**config.mk**
```make
export PLATFORM = sky130hd
export DESIGN_NAME = autorange_seven_segment_formatter
export DESIGN_NICKNAME = d
export VERILOG_FILES = /design/src/rtl/assf_pkg.sv /design/src/rtl/assf_scale.sv /design/src/rtl/assf_split.sv /design/src/rtl/assf_serial.sv /design/src/rtl/autorange_seven_segment_formatter.sv
export SDC_FILE = /design/constraint.sdc
export NUM_CORES = 1
export LEC_CHECK = 0
export CAP_MARGIN = 20
export CORE_UTILIZATION = 55
export DETAILED_ROUTE_END_ITERATION = 10
export DONT_BUFFER_PORTS = 1
export PLACE_DENSITY = 0.68
export SLEW_MARGIN = 20
export SYNTH_ARGS = -nofsm -noshare
export SYNTH_HDL_FRONTEND = slang
export SYNTH_SLANG_ARGS = --single-unit
```
**constraint.sdc**
```tcl
create_clock -name aclk -period 9 [get_ports aclk]
set_input_delay 0.9 -clock aclk [delete_from_list [all_inputs] [get_ports aclk]]
set_output_delay 0.9 -clock aclk [all_outputs]
set_load 0.02 [all_outputs]
```
**src/rtl/assf_pkg.sv**
```systemverilog
// ----------------------------------------------------------------------------
// assf_pkg: shared types and constants of the seven-segment formatter
// Widths, decimal split constants, pipeline payload types and the
// segment code table.
// ----------------------------------------------------------------------------
package assf_pkg;

    localparam int VALUE_W    = 24;
    localparam int SHOWN_W    = 14;
    localparam int HALF_W     = 7;
    localparam int DIGIT_W    = 4;
    localparam int SEG_W      = 8;
    localparam int NUM_DIGITS = 4;
    localparam int POS_W      = 2;

    // largest value the display can show
    localparam logic [SHOWN_W-1:0] SAT_LIMIT = 14'd9999;

    // decimal point in the segment word
    localparam logic [SEG_W-1:0] POINT_BIT = 8'h80;

    // x / 100 as (x * 5243) >> 19, exact for x <= 9999
    localparam logic [12:0] RECIP100       = 13'd5243;
    localparam int          RECIP100_SHIFT = 19;

    // x / 10 as (x * 103) >> 10, exact for x <= 99
    localparam logic [6:0]  RECIP10        = 7'd103;
    localparam int          RECIP10_SHIFT  = 10;

    // scaled display value with its point mask (bit k lights position k)
    typedef struct packed {
        logic [SHOWN_W-1:0]    shown;
        logic [NUM_DIGITS-1:0] point;
    } scaled_t;

    // value split into two halves of two digits each
    typedef struct packed {
        logic [HALF_W-1:0]     hi;
        logic [HALF_W-1:0]     lo;
        logic [DIGIT_W-1:0]    hi_tens;
        logic [DIGIT_W-1:0]    lo_tens;
        logic [NUM_DIGITS-1:0] point;
    } split_t;

    // segments a-g on bits 0-6, lit high
    function automatic logic [SEG_W-1:0] seg_code(input logic [DIGIT_W-1:0] digit);
        logic [SEG_W-1:0] code;
        case (digit)
            4'd0:    code = 8'h3f;
            4'd1:    code = 8'h06;
            4'd2:    code = 8'h5b;
            4'd3:    code = 8'h4f;
            4'd4:    code = 8'h66;
            4'd5:    code = 8'h6d;
            4'd6:    code = 8'h7d;
            4'd7:    code = 8'h07;
            4'd8:    code = 8'h7f;
            4'd9:    code = 8'h6f;
            default: code = 8'h00;
        endcase
        return code;
    endfunction

endpackage

```
**src/rtl/assf_scale.sv**
```systemverilog
// ----------------------------------------------------------------------------
// assf_scale: range selection and scaling
// Stage A picks the display range of the fixed-point value, stage B
// multiplies by the range scale and drops the fraction bits.
// ----------------------------------------------------------------------------
module assf_scale #(
    parameter int FRACTION_BITS = 10
) (
    input  logic                              aclk,
    input  logic                              aresetn,
    input  logic                              in_valid,
    output logic                              in_ready,
    input  logic [assf_pkg::VALUE_W-1:0]      in_value,
    output logic                              out_valid,
    input  logic                              out_ready,
    output assf_pkg::scaled_t                 out_data
);

    localparam int VW     = assf_pkg::VALUE_W;
    localparam int PROD_W = VW + 10;
    localparam logic [VW-1:0] FRAC_MASK = VW'((1 << FRACTION_BITS) - 1);

    typedef enum logic [1:0] {
        RNG_UNITS,
        RNG_TENS,
        RNG_HUNDREDS,
        RNG_WHOLE
    } range_t;

    logic               a_vld_reg;
    logic [VW-1:0]      a_value_reg;
    range_t             a_range_reg;
    logic               a_sat_reg;
    logic               b_vld_reg;
    assf_pkg::scaled_t  b_data_reg;

    logic               a_ready;
    logic               b_ready;
    logic [VW-1:0]      int_part;
    logic               frac_nz;
    range_t             a_range_next;
    logic               a_sat_next;
    logic [9:0]         scale;
    logic [PROD_W-1:0]  product;
    assf_pkg::scaled_t  b_data_next;

    assign b_ready  = !b_vld_reg || out_ready;
    assign a_ready  = !a_vld_reg || b_ready;
    assign in_ready = a_ready;

    // classify the integer part
    always_comb begin
        int_part   = in_value >> FRACTION_BITS;
        frac_nz    = |(in_value & FRAC_MASK);
        a_sat_next = (int_part > VW'(assf_pkg::SAT_LIMIT)) ||
                     ((int_part == VW'(assf_pkg::SAT_LIMIT)) && frac_nz);
        if (int_part < VW'(10)) begin
            a_range_next = RNG_UNITS;
        end else if (int_part < VW'(100)) begin
            a_range_next = RNG_TENS;
        end else if (int_part < VW'(1000)) begin
            a_range_next = RNG_HUNDREDS;
        end else begin
            a_range_next = RNG_WHOLE;
        end
    end

    // scale, truncate and place the point
    always_comb begin
        case (a_range_reg)
            RNG_UNITS: begin
                scale             = 10'd1000;
                b_data_next.point = 4'b1000;
            end
            RNG_TENS: begin
                scale             = 10'd100;
                b_data_next.point = 4'b0100;
            end
            RNG_HUNDREDS: begin
                scale             = 10'd10;
                b_data_next.point = 4'b0010;
            end
            default: begin
                scale             = 10'd1;
                b_data_next.point = 4'b0000;
            end
        endcase
        product           = PROD_W'(a_value_reg) * PROD_W'(scale);
        b_data_next.shown = product[FRACTION_BITS +: assf_pkg::SHOWN_W];
        if (a_sat_reg) begin
            b_data_next.shown = assf_pkg::SAT_LIMIT;
            b_data_next.point = '0;
        end
    end

    // advance valid bits
    always_ff @(posedge aclk) begin
        if (!aresetn) begin
            a_vld_reg <= 1'b0;
            b_vld_reg <= 1'b0;
        end else begin
            if (a_ready) begin
                a_vld_reg <= in_valid;
            end
            if (b_ready) begin
                b_vld_reg <= a_vld_reg;
            end
        end
    end

    // hold payload until the stage moves
    always_ff @(posedge aclk) begin
        if (a_ready && in_valid) begin
            a_value_reg <= in_value;
            a_range_reg <= a_range_next;
            a_sat_reg   <= a_sat_next;
        end
        if (b_ready && a_vld_reg) begin
            b_data_reg <= b_data_next;
        end
    end

    assign out_valid = b_vld_reg;
    assign out_data  = b_data_reg;

`ifndef ASSERT_OFF
    // displayed value never exceeds four digits
    assert property (@(posedge aclk) disable iff (!aresetn)
        b_vld_reg |-> b_data_reg.shown <= assf_pkg::SAT_LIMIT)
        else $error("scaled value out of display range");

    // at most one point lit
    assert property (@(posedge aclk) disable iff (!aresetn)
        b_vld_reg |-> $onehot0(b_data_reg.point))
        else $error("more than one decimal point");

    // a stalled stage keeps its word
    assert property (@(posedge aclk) disable iff (!aresetn)
        (b_vld_reg && !out_ready) |=> b_vld_reg && $stable(b_data_reg))
        else $error("scaled word lost under stall");
`endif

endmodule

```
**src/rtl/assf_split.sv**
```systemverilog
// ----------------------------------------------------------------------------
// assf_split: decimal split
// Stage C divides by 100, stage D forms the low half, stage E divides both
// halves by 10, giving the tens digits of each half.
// ----------------------------------------------------------------------------
module assf_split (
    input  logic               aclk,
    input  logic               aresetn,
    input  logic               in_valid,
    output logic               in_ready,
    input  assf_pkg::scaled_t  in_data,
    output logic               out_valid,
    input  logic               out_ready,
    output assf_pkg::split_t   out_data
);

    localparam int SW = assf_pkg::SHOWN_W;
    localparam int HW = assf_pkg::HALF_W;
    localparam int ND = assf_pkg::NUM_DIGITS;

    logic               c_vld_reg;
    logic [SW-1:0]      c_shown_reg;
    logic [HW-1:0]      c_hi_reg;
    logic [ND-1:0]      c_point_reg;
    logic               d_vld_reg;
    logic [HW-1:0]      d_hi_reg;
    logic [HW-1:0]      d_lo_reg;
    logic [ND-1:0]      d_point_reg;
    logic               e_vld_reg;
    assf_pkg::split_t   e_data_reg;

    logic               c_ready;
    logic               d_ready;
    logic               e_ready;
    logic [27:0]        prod_c;
    logic [HW-1:0]      c_hi_next;
    logic [SW-1:0]      times100;
    logic [SW-1:0]      lo_full;
    logic [HW-1:0]      d_lo_next;
    logic [13:0]        prod_hi;
    logic [13:0]        prod_lo;
    assf_pkg::split_t   e_data_next;

    assign e_ready  = !e_vld_reg || out_ready;
    assign d_ready  = !d_vld_reg || e_ready;
    assign c_ready  = !c_vld_reg || d_ready;
    assign in_ready = c_ready;

    // divide by 100 through the reciprocal
    always_comb begin
        prod_c    = 28'(in_data.shown) * 28'(assf_pkg::RECIP100);
        c_hi_next = prod_c[assf_pkg::RECIP100_SHIFT +: HW];
    end

    // remainder of the divide by 100
    always_comb begin
        times100  = SW'({c_hi_reg, 6'b0}) + SW'({c_hi_reg, 5'b0}) + SW'({c_hi_reg, 2'b0});
        lo_full   = c_shown_reg - times100;
        d_lo_next = lo_full[HW-1:0];
    end

    // tens digit of each half
    always_comb begin
        prod_hi             = 14'(d_hi_reg) * 14'(assf_pkg::RECIP10);
        prod_lo             = 14'(d_lo_reg) * 14'(assf_pkg::RECIP10);
        e_data_next.hi      = d_hi_reg;
        e_data_next.lo      = d_lo_reg;
        e_data_next.hi_tens = prod_hi[assf_pkg::RECIP10_SHIFT +: assf_pkg::DIGIT_W];
        e_data_next.lo_tens = prod_lo[assf_pkg::RECIP10_SHIFT +: assf_pkg::DIGIT_W];
        e_data_next.point   = d_point_reg;
    end

    // advance valid bits
    always_ff @(posedge aclk) begin
        if (!aresetn) begin
            c_vld_reg <= 1'b0;
            d_vld_reg <= 1'b0;
            e_vld_reg <= 1'b0;
        end else begin
            if (c_ready) begin
                c_vld_reg <= in_valid;
            end
            if (d_ready) begin
                d_vld_reg <= c_vld_reg;
            end
            if (e_ready) begin
                e_vld_reg <= d_vld_reg;
            end
        end
    end

    // hold payload until the stage moves
    always_ff @(posedge aclk) begin
        if (c_ready && in_valid) begin
            c_shown_reg <= in_data.shown;
            c_hi_reg    <= c_hi_next;
            c_point_reg <= in_data.point;
        end
        if (d_ready && c_vld_reg) begin
            d_hi_reg    <= c_hi_reg;
            d_lo_reg    <= d_lo_next;
            d_point_reg <= c_point_reg;
        end
        if (e_ready && d_vld_reg) begin
            e_data_reg <= e_data_next;
        end
    end

    assign out_valid = e_vld_reg;
    assign out_data  = e_data_reg;

`ifndef ASSERT_OFF
    // both halves stay below 100
    assert property (@(posedge aclk) disable iff (!aresetn)
        d_vld_reg |-> (d_hi_reg <= HW'(99)) && (d_lo_reg <= HW'(99)))
        else $error("decimal half out of range");

    // tens digits are decimal
    assert property (@(posedge aclk) disable iff (!aresetn)
        e_vld_reg |-> (e_data_reg.hi_tens <= 4'd9) && (e_data_reg.lo_tens <= 4'd9))
        else $error("tens digit out of range");

    // a filled stage with a free successor hands its word on
    assert property (@(posedge aclk) disable iff (!aresetn)
        (d_vld_reg && e_ready) |=> e_vld_reg)
        else $error("word dropped between split stages");
`endif

endmodule

```
**src/rtl/assf_serial.sv**
```systemverilog
// ----------------------------------------------------------------------------
// assf_serial: digit serializer
// Forms the ones digits and segment words on load, then shifts out one digit
// word per cycle while out_ready is high, least significant position first.
// ----------------------------------------------------------------------------
module assf_serial (
    input  logic                                 aclk,
    input  logic                                 aresetn,
    input  logic                                 in_valid,
    output logic                                 in_ready,
    input  assf_pkg::split_t                     in_data,
    output logic                                 out_valid,
    input  logic                                 out_ready,
    output logic [assf_pkg::POS_W-1:0]           out_position,
    output logic [assf_pkg::SEG_W-1:0]           out_segments,
    output logic [assf_pkg::NUM_DIGITS-1:0]      out_enable_n,
    output logic                                 out_last
);

    localparam int ND = assf_pkg::NUM_DIGITS;
    localparam int PW = assf_pkg::POS_W;
    localparam int DW = assf_pkg::DIGIT_W;
    localparam int GW = assf_pkg::SEG_W;
    localparam int HW = assf_pkg::HALF_W;
    localparam logic [PW-1:0] LAST_POS = PW'(ND - 1);

    logic                   vld_reg;
    logic [PW-1:0]          pos_reg;
    logic [ND-1:0][GW-1:0]  seg_reg;

    logic                   at_last;
    logic                   in_fire;
    logic                   out_fire;
    logic [HW-1:0]          hi_ones_full;
    logic [HW-1:0]          lo_ones_full;
    logic [ND-1:0][DW-1:0]  digits;
    logic [ND-1:0][GW-1:0]  seg_next;

    assign at_last  = (pos_reg == LAST_POS);
    assign out_fire = vld_reg && out_ready;
    assign in_ready = !vld_reg || (out_ready && at_last);
    assign in_fire  = in_valid && in_ready;

    // ones digits and segment words
    always_comb begin
        hi_ones_full = in_data.hi - (HW'({in_data.hi_tens, 3'b0}) + HW'({in_data.hi_tens, 1'b0}));
        lo_ones_full = in_data.lo - (HW'({in_data.lo_tens, 3'b0}) + HW'({in_data.lo_tens, 1'b0}));
        digits[0]    = lo_ones_full[DW-1:0];
        digits[1]    = in_data.lo_tens;
        digits[2]    = hi_ones_full[DW-1:0];
        digits[3]    = in_data.hi_tens;
        for (int k = 0; k < ND; k++) begin
            seg_next[k] = assf_pkg::seg_code(digits[k]) |
                          (in_data.point[k] ? assf_pkg::POINT_BIT : '0);
        end
    end

    // load a new run or advance through the current one
    always_ff @(posedge aclk) begin
        if (!aresetn) begin
            vld_reg <= 1'b0;
            pos_reg <= '0;
        end else if (in_fire) begin
            vld_reg <= 1'b1;
            pos_reg <= '0;
        end else if (out_fire) begin
            if (at_last) begin
                vld_reg <= 1'b0;
                pos_reg <= '0;
            end else begin
                pos_reg <= pos_reg + 1'b1;
            end
        end
    end

    // shift segment words toward the output slot
    always_ff @(posedge aclk) begin
        if (in_fire) begin
            seg_reg <= seg_next;
        end else if (out_fire) begin
            for (int k = 0; k < ND - 1; k++) begin
                seg_reg[k] <= seg_reg[k + 1];
            end
            seg_reg[ND-1] <= '0;
        end
    end

    assign out_valid    = vld_reg;
    assign out_position = pos_reg;
    assign out_segments = seg_reg[0];
    assign out_enable_n = ~(ND'(1) << pos_reg);
    assign out_last     = at_last;

`ifndef ASSERT_OFF
    // a taken digit word that is not the last moves to the next position
    assert property (@(posedge aclk) disable iff (!aresetn)
        (out_fire && !at_last) |=> vld_reg && (pos_reg == $past(pos_reg) + 1'b1))
        else $error("digit position did not advance");

    // an idle serializer rests at position zero
    assert property (@(posedge aclk) disable iff (!aresetn)
        !vld_reg |-> pos_reg == '0)
        else $error("idle serializer off position zero");

    // a new run starts only at the end of the previous one
    assert property (@(posedge aclk) disable iff (!aresetn)
        (vld_reg && !at_last && in_valid) |-> !in_ready)
        else $error("run cut short by a new word");
`endif

endmodule

```
**src/rtl/autorange_seven_segment_formatter.sv**
```systemverilog
// ----------------------------------------------------------------------------
// autorange_seven_segment_formatter: four-digit auto-ranging display driver
// Turns an unsigned fixed-point value into four seven-segment digit words
// with the decimal point placed by range, saturating at 9999.
//
//   channel | dir | handshake          | payload
//   --------+-----+--------------------+----------------------------------------
//   s_      | in  | s_valid / s_ready  | s_value[23:0]
//   m_      | out | m_valid / m_ready  | m_digit_position, m_segments,
//           |     |                    | m_digit_enable_n, m_last
//
// Each value yields four words, one per cycle while m_ready is high; the
// serializer that emits them sets the sustained rate and takes no new value
// until the last word leaves. A value passes two scaling, three split and one
// serializer stage before its first word; five more can queue in the stages.
// Reset clears only the valid bits and the digit position.
// With m_ready low every stage holds its word; back-pressure passes through
// full stages at once; a stage takes a new word when empty or its word moves on.
// ----------------------------------------------------------------------------
module autorange_seven_segment_formatter #(
    parameter int FRACTION_BITS = 10
) (
    input  logic                                 aclk,
    input  logic                                 aresetn,
    input  logic                                 s_valid,
    output logic                                 s_ready,
    input  logic [assf_pkg::VALUE_W-1:0]         s_value,
    output logic                                 m_valid,
    input  logic                                 m_ready,
    output logic [assf_pkg::POS_W-1:0]           m_digit_position,
    output logic [assf_pkg::SEG_W-1:0]           m_segments,
    output logic [assf_pkg::NUM_DIGITS-1:0]      m_digit_enable_n,
    output logic                                 m_last
);

    logic               scale_valid;
    logic               scale_ready;
    assf_pkg::scaled_t  scale_data;
    logic               split_valid;
    logic               split_ready;
    assf_pkg::split_t   split_data;

    // pick range and scale
    assf_scale #(
        .FRACTION_BITS (FRACTION_BITS)
    ) u_scale (
        .aclk      (aclk),
        .aresetn   (aresetn),
        .in_valid  (s_valid),
        .in_ready  (s_ready),
        .in_value  (s_value),
        .out_valid (scale_valid),
        .out_ready (scale_ready),
        .out_data  (scale_data)
    );

    // split into decimal halves and tens digits
    assf_split u_split (
        .aclk      (aclk),
        .aresetn   (aresetn),
        .in_valid  (scale_valid),
        .in_ready  (scale_ready),
        .in_data   (scale_data),
        .out_valid (split_valid),
        .out_ready (split_ready),
        .out_data  (split_data)
    );

    // emit digit words
    assf_serial u_serial (
        .aclk         (aclk),
        .aresetn      (aresetn),
        .in_valid     (split_valid),
        .in_ready     (split_ready),
        .in_data      (split_data),
        .out_valid    (m_valid),
        .out_ready    (m_ready),
        .out_position (m_digit_position),
        .out_segments (m_segments),
        .out_enable_n (m_digit_enable_n),
        .out_last     (m_last)
    );

endmodule
```
* Word-level counts from Yosys, hierarchy flattened
Memory sizes are Yosys's and may differ from the RTL's. A register that Yosys moved wholly into a read port is not among the register bits. Cells that the tools add are included. Widths: inputs -> output; s select.
Word-level totals: register bits 141, bits in read-only memories 448, logic and storage cells 104, memories 4
Memory list:
- (name not given) | depth 16, width 7, read ports 1, clocked after memory_dff 0, write ports 0, RTL line assf_pkg.sv:48 | case (digit)
- (name not given) | depth 16, width 7, read ports 1, clocked after memory_dff 1, write ports 0, RTL line assf_pkg.sv:48
- (name not given) | depth 16, width 7, read ports 1, clocked after memory_dff 0, write ports 0, RTL line assf_pkg.sv:48
- (name not given) | depth 16, width 7, read ports 1, clocked after memory_dff 1, write ports 0, RTL line assf_pkg.sv:48
Cells by class: $add $sub $neg 8, multiply operators 4, magnitude comparators 4, equal/unequal tests 4, shift operators 1, mux-type cells 16, bitwise gates (word level) 6, reduce and logical (&&, ||, !) cells 29
Operator list (number):
- $mux 32 | 2
- $mux 8 | 4
- $or 8x8->8 | 4
- $pmux 10 s3 | 1
- $mul 7x7->14 const B | 2
- $mul 14x13->26 const B | 1
- $mul 24x10->24 | 1
- $add 7x7->7 | 2
- $eq 14x14->1 const B | 1
- $gt 14x14->1 const B | 1
- $lt 14x10->1 const B | 1
- $lt 14x4->1 const B | 1
- $lt 14x7->1 const B | 1
- $pmux 4 s3 | 1
- $reduce_or 10->1 | 1
- $logic_and 1x1->1 | 9
- $add 4x4->4 | 2
- $mux 4 | 2
- $sub 4x4->4 | 2
- $logic_or 1x1->1 | 7
- $sub 7x7->7 | 1
- $logic_not 1->1 | 6
- $mux 1 | 5
- $eq 2x2->1 const B | 2
- 10 further kinds | 12

* Logic depth before layout (Yosys ltp)
depth in word-level cells 9, depth in mapped cells 23, depth with buffers taken out 20

* Cells and area by module
A second synthesis with hierarchy kept.
Second synthesis, totals: cell total of the unflattened synthesis 1520, area, all modules 16126.7 µm²
By module, submodules not included:
- assf_split | instances 1, cells each 609, area an instance 7131.8 µm², seq. area each 1921.8 µm²
- assf_scale | instances 1, cells each 653, area an instance 6458.7 µm², seq. area each 1361.3 µm²
- assf_serial | instances 1, cells each 258, area an instance 2536.2 µm², seq. area each 1021.0 µm²

* Worst setup path after synthesis
No wires, ideal clock.
path kind register -> register, start point register u_scale.a_range_reg[0], end point register u_scale.b_data_reg (netlist bit u_scale.out_data[15]), data pin, library setup time 167 ps, data arrival time 5752 ps, required time 8833 ps, setup slack 3080 ps, stages on the path, launching flop included 21, path buffers 3, period minus slack after synthesis 5920 ps, cells stage by stage edfxtp_1 clkbuf_1 clkbuf_1 clkbuf_1 nand2_1 fa_1 inv_1 fa_1 fa_1 fa_1 inv_1 fa_1 inv_1 ha_1 a21oi_1 o21ai_0 or3_1 o211ai_1 nand3b_1 or2_2 a211oi_1
On the way: cells in the longest elaborated chain, start to end 3, elaborated cells between the ends (all ways) 5, those cells by class mul: 1; eq/ne: 2; mux: 1; reduce/logical: 1
RTL lines:
- from (decl) | RTL line assf_scale.sv:32 | range_t a_range_reg;
- from (signal assigned) | RTL line assf_scale.sv:115 | a_range_reg <= a_range_next;
- $eq 2x2->1, or another cell as far along | RTL line assf_scale.sv:70 | case (a_range_reg)
- $pmux 10 s3 * | RTL line assf_scale.sv:70
- $mul 24x10->24 * | RTL line assf_scale.sv:88 | product = PROD_W'(a_value_reg) * PROD_W'(scale);
- to (signal assigned) | RTL line assf_scale.sv:119 | b_data_reg <= b_data_next;
- to (decl) | RTL line assf_scale.sv:35 | assf_pkg::scaled_t b_data_reg;
Mark *: on every way between the ends. The rest lies on a longest branch, timed or not. A chain may end at the register's enable or synchronous reset.

* Final worst setup path
start point register u_scale.a_range_reg[1], end point register u_scale.b_data_reg (netlist bit u_scale.out_data[15]), data pin
Same word-level chain as after synthesis.

==> reports/results.ini <==
[hold_path]
hp-start=u_split.c_shown_reg[0]
hold_class=reg -> reg
hold_path_end=u_split.d_lo_reg[0]
whs_path_depth=0

[synth]
yosys.area.top_type_share=0.236
synth_edf_count=129
synth_cell_types=66
ys_warn_count=0
syn-num-nets=2062
synth_top_area_cell=edfxtp_1
netlist_instances=1580
synth_ff_type=edfxtp_1
netlist_area_um2=16400
yosys-top-cells-area=edfxtp_1 (24%), fa_1 (23%), ha_1 (20%)
synth.avg_cell_area_um2=10.4
ys_seq_area_frac=0.263
synth-seq-cells=151
async_flop_share=0

[cts]
clock-root-buffer=clkbuf_16
cts_tree=built
cts_setup_buffers=0
clkTransAtPathRegs_ns=0.08
clock_latency_ns=0.43
cts_sinks=151
cts_buffers=17
ctsHoldBuffers=0
cts_resized=0
cts_buffer_depth=2
h-tree-depth=4

[worst_setup_path]
r2r_slack_ns=2.39
endpoint_kind=flip-flop
r2r-start=u_scale.a_range_reg[1]
crit_fanout=22
worstPathArrival_ns=6.86
rr_endpoint=u_scale.out_data[15]
cp-start-kind=flip-flop
r2r_cells=20
critPathRequiredTime_ns=9.25
critPathKind=reg -> reg
worstSetupStartpoint=u_scale.a_range_reg[1]

[layout]
layout_common_cells=inv_1 (347), ha_1 (268), fa_1 (186)
antenna_cells=0
final_cells=1973
final_area_um2=17400
syn_to_final_growth_pct=6.17
drive_above_1_share=0.0472
nFillCells=2475
final_common_cell=inv_1
finalNetCount=2058

[timing]
slew_headroom=0.288
period_share=0.735
hold_viol_final=0
rsz0062_at_grt=false
fin_setup_tns_ns=0
drv_slew=0
setup_viol=0
fin_crit_ns=6.61
worst_clock_skew_ns=0.0178
fmax_mhz=151
tightest_slew_ns=1.06

[detailed_routing]
viasPerCell=5.26
dr.pass1.iters=4
wl_per_cell_um=15.4
vias=10400
drc=0
drt_iter0_markers=573
ant_nets=0
drt-total-wl_um=30300

[placement]
dp_cells=1941
io_buffers=0
placed_area_um2=16800
place.gp.congestion=0.848
dp_hpwl_um=25200

[global_route]
grt_max_degree=67
grt_use_total=0.213
antenna_found_initial=0
grt_pass1_vias=11000
globalRoute.totalOverflow=0
grt_pass1_wl_um=52100

[floorplanning]
die_area_um2=30600
io_pins=45
fp.dieW_um=175
die_y_um=175
start_util=0.566
core_um2=29000
rows=62

[flow_run]
drv_cap=0

[outcome]
status=finished, final reports clean

[layer usage]
layer | track usage | vias up | wire (um)
met3 | 0.0215 | 15 | 552
met2 | 0.398 | 107 | 16300
met4 | 0.0391 | 0 | 244
met1 | 0.266 | 5148 | 13300
met5 | 0 | - | 0
li1 | - | 5101 | -
[synthesized netlist by cell type (all sizes together), types with 5 or more instances]
cell type and count:
or3 7, o21a 9, xnor2 45, ha 268, and3 10, buf 10, nor2 57, nor2b 45
nor4 6, inv 347, a21o 15, nand3 16, clkbuf 22, and2 25, dfxtp 22, edfxtp 129
mux2 11, a211oi 11, nand2 120, o22ai 5, xor2 16, o21ai 48, a31oi 8, nand4 7
a21oi 38, or2 5, nor3 11, nand2b 27, fa 186, mux2i 9
[per-stage QoR]
| step | utilization | hold slack (ns) | setup slack, ns |
|---|---|---|---|
| 4_1_cts | 0.601 | 0.422 | 2.41 |
| 6_report | 0.601 | 0.421 | 2.39 |
| 3_5_place_dp | 0.580 | 0.405 | 2.45 |
| 2_1_floorplan | - | 0.400 | 3.08 |
| 3_3_place_gp | 0.580 | 0.401 | 2.56 |
| 5_1_grt | 0.601 | 0.425 | 1.89 |
[worst max-delay path, stage by stage (launching register included)]
cell      delay [ns]
edfxtp_1        0.65
buf_4           0.35
nor2b_1         0.27
buf_4           0.26
nand2_1         0.09
fa_1            0.49
inv_1           0.05
fa_1            0.52
fa_1            0.44
fa_1            0.54
inv_1           0.05
fa_1            0.52
inv_1           0.04
ha_1            0.34
a21oi_1         0.15
o21ai_0         0.15
or3_1           0.42
o211ai_1        0.34
nand3b_1        0.20
or2_2           0.31
a211oi_1        0.24
[worst max-delay path by stage]
| stage | to | slack (ns) | depth (start not counted) |
|---|---|---|---|
| 6_report | u_scale.out_data[15] | 2.39 | 20 |
| 5_1_grt | u_scale.out_data[15] | 1.89 | 20 |
| 4_1_cts | u_scale.out_data[15] | 2.41 | 20 |
| 3_5_place_dp | u_scale.out_data[15] | 2.45 | 20 |
| 3_3_place_gp | u_scale.out_data[15] | 2.56 | 20 |
| 2_1_floorplan | u_scale.out_data[15] | 3.08 | 20 |
[final cells by class]
| cell class | instances | area [um^2] | share of cell area |
|---|---|---|---|
| clock buffer | 17 | 425 | 0.0244 |
| clock inverter | 15 | 184 | 0.0105 |
| inverter | 348 | 1310 | 0.0749 |
| multi-input combinational | 1049 | 10700 | 0.611 |
| sequential | 151 | 4310 | 0.247 |
| tap | 384 | 480 | 0.0275 |
| timing repair buffer | 9 | 67.6 | 0.00387 |
[logic make-up (layout without fill, tap and decap cells)]
| family | Yosys count | after routing | synth area share |
|---|---|---|---|
| mux | 20 | 20 | 0.0139 |
| buf+inv | 380 | 389 | 0.0892 |
| compound gates | 172 | 172 | 0.0677 |
| simple gates | 341 | 341 | 0.102 |
| fa+ha+maj | 454 | 454 | 0.431 |
| flops | 151 | 151 | 0.263 |
| xor+xnor | 62 | 62 | 0.0339 |
Power is not shown: default switching activity piles up to over one toggle a cycle in this logic, so the estimate is an artifact.
